## config.mk

```make
export PLATFORM = sky130hd
export DESIGN_NAME = cfir_cell
export DESIGN_NICKNAME = d
export VERILOG_FILES = /design/src/sv/cfir_pkg.sv /design/src/sv/cfir_cell.sv
export SDC_FILE = /design/constraint.sdc
export NUM_CORES = 1
export LEC_CHECK = 0
export ABC_AREA = 0
export BUFFER_PORTS_ARGS = -buffer_cell sky130_fd_sc_hd__buf_2
export CAP_MARGIN = 0
export CORE_AREA = 2 2 88 90
export CTS_BUF_LIST = sky130_fd_sc_hd__clkbuf_8
export CTS_CLUSTER_SIZE = 16
export DETAILED_ROUTE_END_ITERATION = 8
export DIE_AREA = 0 0 90 92
export PLACE_DENSITY = 0.83
export SETUP_SLACK_MARGIN = 0.5
export SYNTH_ARGS = -nofsm -noshare
export SYNTH_HDL_FRONTEND = slang
export SYNTH_SLANG_ARGS = --single-unit
```

## constraint.sdc

```tcl
create_clock -name clk_i -period 1.3 [get_ports clk_i]
set_clock_uncertainty 0.05 [all_clocks]
set_input_delay 0.26 -clock clk_i [delete_from_list [all_inputs] [get_ports clk_i]]
set_output_delay 0.26 -clock clk_i [all_outputs]
set_load 0.05 [all_outputs]
```

## src/sv/cfir_pkg.sv

```systemverilog
package cfir_pkg;

  // Fixed field and register widths
  localparam int TAPC_W     = 7;
  localparam int COEF_IDX_W = 6;
  localparam int CFG_IDX_W  = 2;
  localparam int CFG_DATA_W = 7;

  localparam logic [TAPC_W-1:0] TAP_COUNT_RESET = 7'd64;

  // Configuration register indexes
  typedef enum logic [CFG_IDX_W-1:0] {
    REG_TAP_COUNT = 2'd0,
    REG_REAL_MODE = 2'd1
  } cfg_reg_e;

  // Input item kinds
  typedef enum logic {
    CMD_SAMPLE = 1'b0,
    CMD_LOAD   = 1'b1
  } cmd_e;

  // Control broadcast to every cell of the chain
  typedef struct packed {
    logic rot_data;
    logic rot_coef;
    logic wr_smp;
    logic wr_coef;
  } cfir_ctl_t;

endpackage

```

## src/sv/cfir_cell.sv

```systemverilog
module cfir_cell import cfir_pkg::*; #(
  parameter int SAMPLE_BITS = 16,
  parameter int COEF_BITS   = 18,
  parameter int N_W         = 7,
  parameter int POS_W       = 6,
  parameter int CELL_IDX    = 0
) (
  input  logic                          clk_i,
  input  logic                          rst_ni,
  input  cfir_ctl_t                     ctl_i,
  input  logic [N_W-1:0]                n_i,
  input  logic [POS_W-1:0]              wr_pos_i,
  input  logic [COEF_IDX_W-1:0]         coef_idx_i,
  input  logic signed [SAMPLE_BITS-1:0] smp_re_i,
  input  logic signed [SAMPLE_BITS-1:0] smp_im_i,
  input  logic signed [COEF_BITS-1:0]   coef_i,
  input  logic signed [SAMPLE_BITS-1:0] head_re_i,
  input  logic signed [SAMPLE_BITS-1:0] head_im_i,
  input  logic signed [COEF_BITS-1:0]   head_coef_i,
  input  logic signed [SAMPLE_BITS-1:0] next_re_i,
  input  logic signed [SAMPLE_BITS-1:0] next_im_i,
  input  logic signed [COEF_BITS-1:0]   next_coef_i,
  output logic signed [SAMPLE_BITS-1:0] re_o,
  output logic signed [SAMPLE_BITS-1:0] im_o,
  output logic signed [COEF_BITS-1:0]   coef_o
);

  logic signed [SAMPLE_BITS-1:0] re_q, re_d, im_q, im_d;
  logic signed [COEF_BITS-1:0]   coef_q, coef_d;
  logic                          sel_smp, sel_coef, active, last;

  // Decode this cell's place in the ring
  assign sel_smp  = (int'(wr_pos_i) == CELL_IDX);
  assign sel_coef = (int'(coef_idx_i) == CELL_IDX);
  assign active   = (CELL_IDX < int'(n_i));
  assign last     = (CELL_IDX == int'(n_i) - 1);

  // Write, rotate towards cell zero with wrap at the ring end, or hold
  always_comb begin
    re_d   = re_q;
    im_d   = im_q;
    coef_d = coef_q;
    if (ctl_i.wr_smp && sel_smp) begin
      re_d = smp_re_i;
      im_d = smp_im_i;
    end else if (ctl_i.rot_data && active) begin
      re_d = last ? head_re_i : next_re_i;
      im_d = last ? head_im_i : next_im_i;
    end
    if (ctl_i.wr_coef && sel_coef) begin
      coef_d = coef_i;
    end else if (ctl_i.rot_coef && active) begin
      coef_d = last ? head_coef_i : next_coef_i;
    end
  end

  always_ff @(posedge clk_i or negedge rst_ni) begin
    if (!rst_ni) begin
      re_q   <= '0;
      im_q   <= '0;
      coef_q <= '0;
    end else begin
      re_q   <= re_d;
      im_q   <= im_d;
      coef_q <= coef_d;
    end
  end

  assign re_o   = re_q;
  assign im_o   = im_q;
  assign coef_o = coef_q;

endmodule

```

==> results.cfg <==
[grt]
overflow = 0
grt_max_degree = 51
antenna_found_initial = 0
first_global_vias = 3402
grt_usage = 0.246
grt_pass1_wl_um = 16100

[logic_synthesis]
synth_cell_types = 23
synth_seq_area_share = 0.446
synth-seq-cells = 50
synth_area_um2 = 2810
synthCells = 284
avgSynthCellArea_um2 = 9.88
synth_warnings = 0
syn_nets = 459

[cts]
clk_path_buf_depth = 2
cts.sink_count = 50
cts_tree = built
cts_max_level = 2
clk_pin_slew_ns = 0.09
clockRootBuffer = clkbuf_8
clk_latency_ns = 0.29
cts_made_buffers = 5

[critical_path]
startpoint_type = input port
crit_slowest_cell = or4b_4
cp.arrival_ns = 1.72
end_kind = register
crit_path_max_fanout = 12
path_class = input port to register
cp_cell_sequence = buf_6 -> or4b_4 -> nor4_4 -> nand2b_4 -> clkbuf_16 -> o221ai_1
slowest_delay_ns = 0.54
crit_required_ns = 1.41
cp_top_family = simple AND/OR/NAND/NOR gates
worst-path-buf-inv = 2

[floorplan]
start_util = 0.377
boundaryPins = 225
coreArea_um2 = 7450
die_x_um = 90
die_area_um2 = 8280
rows = 32
die_h_um = 92

[place]
port_buffers = 224
place_congestion = 0.784
hpwl_um = 7170
placed_cell_area_um2 = 4220

[cells_and_area]
diodes = 0
syn2layout_area_growth_pct = 91.0
design_area_um2 = 5360
final_common_cell = buf_2
layout.nets = 704
layout-drive-gt1-share = 0.672
mostFrequentLayoutCells = buf_2, inv_1, nand2_1, mux2i_1

[sta]
tns_ns = -11.93
finalMaxSlewViolations = 0
finalSetupViolCount = 50
max_slew_margin = 0.764
fin_ws_ns = -0.303
rsz0062_at_grt = yes
hold_viol = 50
hold_ws_ns = -0.105
min_period_over_period = 1.23
worstMarginPinSlew_ns = 0.351
period_needed_ns = 1.60
max_freq_mhz = 624

[min_path]
hold_class = input port to async pin

[power_and_ir_drop]
ir_drop_mv = 0.737
p_leak_nw = 2.82
power_mw = 4.87
powerDensity_nw_per_um2 = 909

[status]
violations = negative hold slack, negative setup slack
status = finished with violations

[detailed_routing]
wirelength_um = 10600
post-route-drc-count = 0
drtIter0Drc = 95
firstDrtPassIters = 4
vias = 3229
ant_nets = 0
routedWlPerCell_um = 16.8
vias_per_cell = 5.11

[flow_run]
cap_violations = 0
-- final timing paths --
path | start | to | slack, ns | depth (start not counted)
max | wr_pos_i[2] | im_o[0] | -0.30 | 6
min | rst_ni | coef_o[14] | -0.10 | 2
max reg2reg | re_o[5] | re_o[5] | 0.29 | 4
min reg2reg | coef_o[12] | coef_o[12] | 0.55 | 2
max in group asynchronous | rst_ni | re_o[9] | 1.05 | 2
min in group clk_i | coef_i[3] | coef_o[3] | 0.12 | 3
-- power by group --
| part | leakage [nW] | internal (mW) | switching [mW] |
|---|---|---|---|
| Combinational | 2.20 | 0.898 | 1.04 |
| Clock | 0.0607 | 0.561 | 0.493 |
| Sequential | 0.562 | 1.73 | 0.147 |
| Total | 2.82 | 3.19 | 1.68 |
-- repair_timing --
item,in CTS,in global routing
resized for setup,182,21
hold endpoints to repair,50,50
cloned,5,2
buffers inserted,5,5
pin swaps,2,2
setup endpoints to repair,100,100
-- stage by stage --
step / instances / worst slack, ns / utilization
3_3_place_gp: 607 / -0.607 / 0.566
4_1_cts: 625 / -0.274 / 0.691
3_5_place_dp: 607 / -0.659 / 0.566
5_1_grt: 632 / -0.314 / 0.720
6_report: 632 / -0.303 / 0.720
2_1_floorplan: 284 / -0.429 / -
-- sequential cells by signal (all words and copies together) (netlist names) --
| name | flops |
|---|---|
| coef_o | 18 |
| im_o | 16 |
| re_o | 16 |
-- area by class of cell --
cell class | count | area, µm²
repair buffers | 255 | 2010
fillers | 506 | 2090
multi-input cells | 167 | 1630
clock buffers | 5 | 68.8
flip-flops and latches | 50 | 1300
inverters | 50 | 188
clock inverters | 3 | 37.5
well taps | 102 | 128
-- cells by family (layout without fill, tap and decap cells) --
logic type,after synthesis,after routing,share of synthesized area
AOI/OAI and AO/OA,52,52,0.162
DFF,50,50,0.446
muxes,50,50,0.178
buffers and inverters,70,313,0.106
and+or+nand+nor,62,65,0.107
-- cells in the mapped netlist --
cell type   n  area (µm²)
inv_1      50         188
a21bo_2     1        10.0
or4b_1      1        10.0
buf_2       7        35.0
buf_1       3        11.3
nand2_1    51         191
a21o_1      1        7.51
or4b_4      1        13.8
nor3_1      1        5.00
o221ai_1   50         438
or2_1       1        6.26
mux2i_1    50         500
buf_4       5        37.5
nor4_4      1        21.3
nand2b_1    1        6.26
clkbuf_1    4        15.0
nand3b_4    1        20.0
nor4_1      1        6.26
nor2_1      1        3.75
nand3_1     1        5.00
dfrtp_1    50        1250
buf_6       1        11.3
nor4_2      1        12.5
-- metal layers --
layer,track usage,share of wire
met1,0.255,0.35
met2,0.491,0.57
met3,0.0567,0.059
met4,0.0654,0.024
met5,0,0
(Power assumes the default switching activity.)
