[src/sv/cfir_mac.sv]
module cfir_mac #(
  parameter int SAMPLE_BITS = 16,
  parameter int COEF_BITS   = 18,
  parameter int MAX_TAPS    = 64
) (
  input  logic                          clk_i,
  input  logic                          rst_ni,
  input  logic                          clr_i,
  input  logic                          en_i,
  input  logic signed [SAMPLE_BITS-1:0] smp_i,
  input  logic signed [COEF_BITS-1:0]   coef_i,
  output logic signed [SAMPLE_BITS-1:0] res_o
);

  localparam int PROD_W = SAMPLE_BITS + COEF_BITS;
  localparam int ACC_W  = PROD_W + $clog2(MAX_TAPS) + 1;
  localparam int RND_W  = ACC_W + 1;
  localparam int FRAC   = COEF_BITS - 2;
  localparam logic signed [RND_W-1:0] Half  = {{(RND_W-1){1'b0}}, 1'b1} <<< (FRAC - 1);
  localparam logic signed [RND_W-1:0] SatHi =
    ({{(RND_W-1){1'b0}}, 1'b1} <<< (SAMPLE_BITS - 1)) - 1;
  localparam logic signed [RND_W-1:0] SatLo = -SatHi - 1;

  logic signed [PROD_W-1:0] prod_q;
  logic                     pv_q;
  logic signed [ACC_W-1:0]  acc_q, acc_d;
  logic signed [RND_W-1:0]  rnd, shr;

  // Register the product, then add it in on the following cycle
  always_ff @(posedge clk_i) begin
    prod_q <= smp_i * coef_i;
  end

  always_comb begin
    acc_d = acc_q;
    if (clr_i) begin
      acc_d = '0;
    end else if (pv_q) begin
      acc_d = acc_q + ACC_W'(prod_q);
    end
  end

  always_ff @(posedge clk_i or negedge rst_ni) begin
    if (!rst_ni) begin
      pv_q  <= 1'b0;
      acc_q <= '0;
    end else begin
      pv_q  <= en_i && !clr_i;
      acc_q <= acc_d;
    end
  end

  // Round half up, drop the fraction, saturate to the sample range
  always_comb begin
    rnd = RND_W'(acc_q) + Half;
    shr = rnd >>> FRAC;
    if (shr > SatHi) begin
      res_o = SatHi[SAMPLE_BITS-1:0];
    end else if (shr < SatLo) begin
      res_o = SatLo[SAMPLE_BITS-1:0];
    end else begin
      res_o = shr[SAMPLE_BITS-1:0];
    end
  end

endmodule

[config.mk]
export PLATFORM = sky130hd
export DESIGN_NAME = cfir_mac
export DESIGN_NICKNAME = d
export VERILOG_FILES = /design/src/sv/cfir_mac.sv
export SDC_FILE = /design/constraint.sdc
export NUM_CORES = 1
export LEC_CHECK = 0
export BUFFER_PORTS_ARGS = -buffer_cell sky130_fd_sc_hd__buf_2
export CAP_MARGIN = 20
export CORE_MARGIN = 1
export CORE_UTILIZATION = 50
export DETAILED_ROUTE_END_ITERATION = 12
export GPL_TIMING_DRIVEN = 0
export PLACE_DENSITY = 0.66
export SLEW_MARGIN = 20
export SYNTH_ARGS = -nofsm -noshare
export SYNTH_HDL_FRONTEND = slang
export SYNTH_SLANG_ARGS = --single-unit
[constraint.sdc]
create_clock -name clk_i -period 3.3 [get_ports clk_i]
set_input_delay 0.66 -clock clk_i [delete_from_list [all_inputs] [get_ports clk_i]]
set_output_delay 0.66 -clock clk_i [all_outputs]
set_load 0.01 [all_outputs]
==> metrics.md <==
| Metric | Value |
|---|---|
| Status | `finished with violations` |
| CTS Hold Bufs | `0` |
| Layout cells sized above 1 | `0.237` |
| Critical path startpoint | `coef_i[7]` |
| Slew @ Worst Pin | `0.933 ns` |
| Die Height | `181 um` |
| Final min period | `5.98 ns` |
| Critical path required time | `3.52 ns` |
| Wire per inst | `18.1 um` |
| Die area | `32800 um2` |
| CTS tree | `yes` |
| Max-slew violation total from the final report | `0` |
| Critical path endpoint | `prod_q[33]$_DFF_P_` |
| Clock Skews | `0.0135 ns` |
| Gr ovfl total | `0` |
| Clk buf depth | `2` |
| Total track usage | `0.271` |
| Root Buffer | `clkbuf_16` |
| Post-synth EDFFs | `0` |
| Critical path arrival | `6.20 ns` |
| Drt drc | `0` |
| Post-synthesis cell type count | `73` |
| First-pass GRT wire length | `69500 um` |
| RSZ-0062 raised after global routing | `true` |
| Inserted Diodes | `0` |
| Iter 0 DRT Violations | `728` |
| Final wirelength | `43100 um` |
| Gpl congestion | `0.964` |
| IO Port Bufs | `47` |
| I/O pins | `54` |
| Initial antenna violation count | `0` |
| Die width | `181 um` |
| Clock slew at reported path FFs | `0.07 ns` |
| H-tree depth | `3` |
| Vias per cell | `5.30` |
| Pin count of the biggest net entering global routing | `43` |
| CTS buffer count | `9` |
| Critical R2R Launch | `acc_q[2]$_DFFE_PN0P_` |
| Final count of hold timing violations | `0` |
| Fraction of registers with async set/reset | `0.553` |
| Dpl ws | `-3.39 ns` |
| Critical Path Sink Type | `flip-flop` |
| Failing checks | `setup timing` |
| Synth Warn # | `0` |
| DP HPWL | `33500 um` |
| Reg-to-Reg End | `acc_q[39]$_DFFE_PN0P_` |
| Core box area | `31600 um2` |
| Commonest cells after routing, fill and taps aside | `349 x inv_1, 268 x fa_1, 164 x nand2_1` |
| Critical path class | `in2reg` |
| Most common cell after layout, fill and taps aside | `inv_1` |
| Worst Path Max Fanout | `7` |
| FF-to-FF setup slack | `0.19 ns` |
| Final net count | `2428` |
| Main synth FF type | `dfrtp_1` |
| Max-cap check violation count | `0` |
| Yosys reg bits | `76` |
| Clock Sinks | `76` |
| Final setup violation count | `43` |
| Detail Route Antenna Nets | `0` |
| Worst-Skew Late Latency | `0.36 ns` |
| Vias in the first global route | `13244` |
| Cell Rows | `65` |
| Hold Crit Class | `in2async` |
| Relative max-transition margin | `0.378` |
| Post-Syn Area per Cell | `8.93 um2` |
| Cell count after synthesis | `1796` |
| Worst R2R Path Depth | `11` |
| Fill cells | `2579` |
| Startpoint types | `input port` |
| Syn nets | `2252` |
| Vias | `12615` |
| First-pass iteration count of the detailed router | `5` |
| Initial Util | `0.508` |
| Sequential-to-total area share from yosys stat | `0.108` |
| Synthesized area | `16000 um2` |
| P&R area growth vs syn | `26.0%` |
| Final period util | `1.81` |
| Fmax | `167 MHz` |
| Final WS setup | `-2.68 ns` |
-- layout make-up --
cell class                 instances  area (um2)  area share
timing repair buffer             167        1590      0.0785
tap                              402         503      0.0249
clock buffer                      10         250      0.0124
clock inverter                     6        57.6     0.00285
multi-input combinational       1279       13600       0.675
inverter                         382        1440      0.0713
sequential                        76        1750      0.0865
buffer                            57         978      0.0485
-- Yosys cell counts (all sizes together), types with 3 or more instances --
library cell | count | area (um2)
inv | 382 | 1430
fa | 291 | 5830
nand2 | 191 | 717
and2 | 131 | 820
ha | 127 | 1590
nor2 | 81 | 307
a21oi | 60 | 304
xnor2 | 59 | 517
clkbuf | 53 | 199
o21ai | 53 | 307
dfrtp | 42 | 1050
dfxtp | 34 | 681
xor2 | 31 | 272
a21o | 30 | 225
mux2i | 28 | 280
nand3 | 24 | 120
nand2b | 23 | 144
nand4 | 12 | 81.3
a211oi | 10 | 75.1
nor2b | 10 | 70.1
o21bai | 10 | 75.1
a31oi | 9 | 56.3
and3 | 9 | 56.3
nor3 | 7 | 35.0
o211ai | 7 | 52.6
buf | 6 | 31.3
o21a | 6 | 45.0
o22ai | 6 | 37.5
or3 | 6 | 37.5
a21boi | 4 | 30.0
a31o | 4 | 35.0
nor3b | 4 | 30.0
o31ai | 4 | 30.0
a211o | 3 | 26.3
a311oi | 3 | 32.5
and4 | 3 | 26.3
or2 | 3 | 18.8
-- per-stage QoR --
stage	hold WS, ns	cell area, um2	utilization	TNS (ns)	instances
floorplan	0.364	16900	-	-51.99	1796
global placement	0.490	17600	0.559	-71.08	2245
detailed placement	0.497	17600	0.559	-73.31	2245
CTS	0.470	19700	0.625	-57.38	2362
global route	0.522	20200	0.640	-65.02	2379
finish	0.430	20200	0.640	-59.33	2379
-- cell families (layout without fill, tap and decap cells) --
| group | Yosys count | in the layout | share of synthesized area |
|---|---|---|---|
| compound gates | 229 | 229 | 0.0995 |
| xor+xnor | 90 | 90 | 0.0492 |
| fa+ha+maj | 418 | 418 | 0.463 |
| buf+inv | 441 | 622 | 0.104 |
| flops | 76 | 76 | 0.108 |
| mux | 29 | 29 | 0.0184 |
| simple gates | 513 | 513 | 0.159 |
-- worst min-delay path by stage --
| stage | depth (start not counted) | slack (ns) | endpoint | from |
|---|---|---|---|---|
| global placement | 2 | 0.49 | acc_q[9]$_DFFE_PN0P_ | acc_q[9]$_DFFE_PN0P_ |
| floorplan | 0 | 0.36 | acc_q[0]$_DFFE_PN0P_ | rst_ni |
| CTS | 1 | 0.47 | acc_q[5]$_DFFE_PN0P_ | rst_ni |
| global route | 1 | 0.52 | acc_q[5]$_DFFE_PN0P_ | rst_ni |
| detailed placement | 2 | 0.50 | acc_q[9]$_DFFE_PN0P_ | acc_q[9]$_DFFE_PN0P_ |
| finish | 1 | 0.43 | acc_q[4]$_DFFE_PN0P_ | rst_ni |
-- critical path, stage by stage --
cell       delay, ns
buf_12          0.11
clkbuf_16       0.15
buf_4           0.12
nand2_1         0.07
fa_1            0.51
inv_1           0.06
fa_2            0.55
fa_1            0.45
fa_1            0.53
fa_1            0.55
inv_1           0.05
fa_1            0.41
inv_1           0.11
ha_4            0.24
a21o_1          0.22
a21oi_2         0.17
o21ai_2         0.10
nor3_2          0.20
a21o_1          0.24
o211ai_1        0.10
buf_4           0.16
a31o_2          0.25
a21oi_2         0.12
xnor2_1         0.09
-- what timing repair did --
action,CTS,global route
pin swaps,70,75
setup buffers,94,25
gates resized for setup,209,85
cloned,9,0
setup endpoints to repair,46,51
-- registers in the layout, summed over array words and instances (netlist names) --
signal / cells
acc_q: 41
prod_q: 34
pv_q: 1
-- per-layer routing --
layer,up-vias,routed length [um],GRT usage
li1,5934,-,-
met3,88,2630,0.0387
met4,0,1420,0.0888
met1,6157,19000,0.369
met5,-,0,0
met2,436,20000,0.448
Power is left out: the tool's default activity adds up to more than one toggle a clock period on the data nets, which glitch-free logic cannot reach.
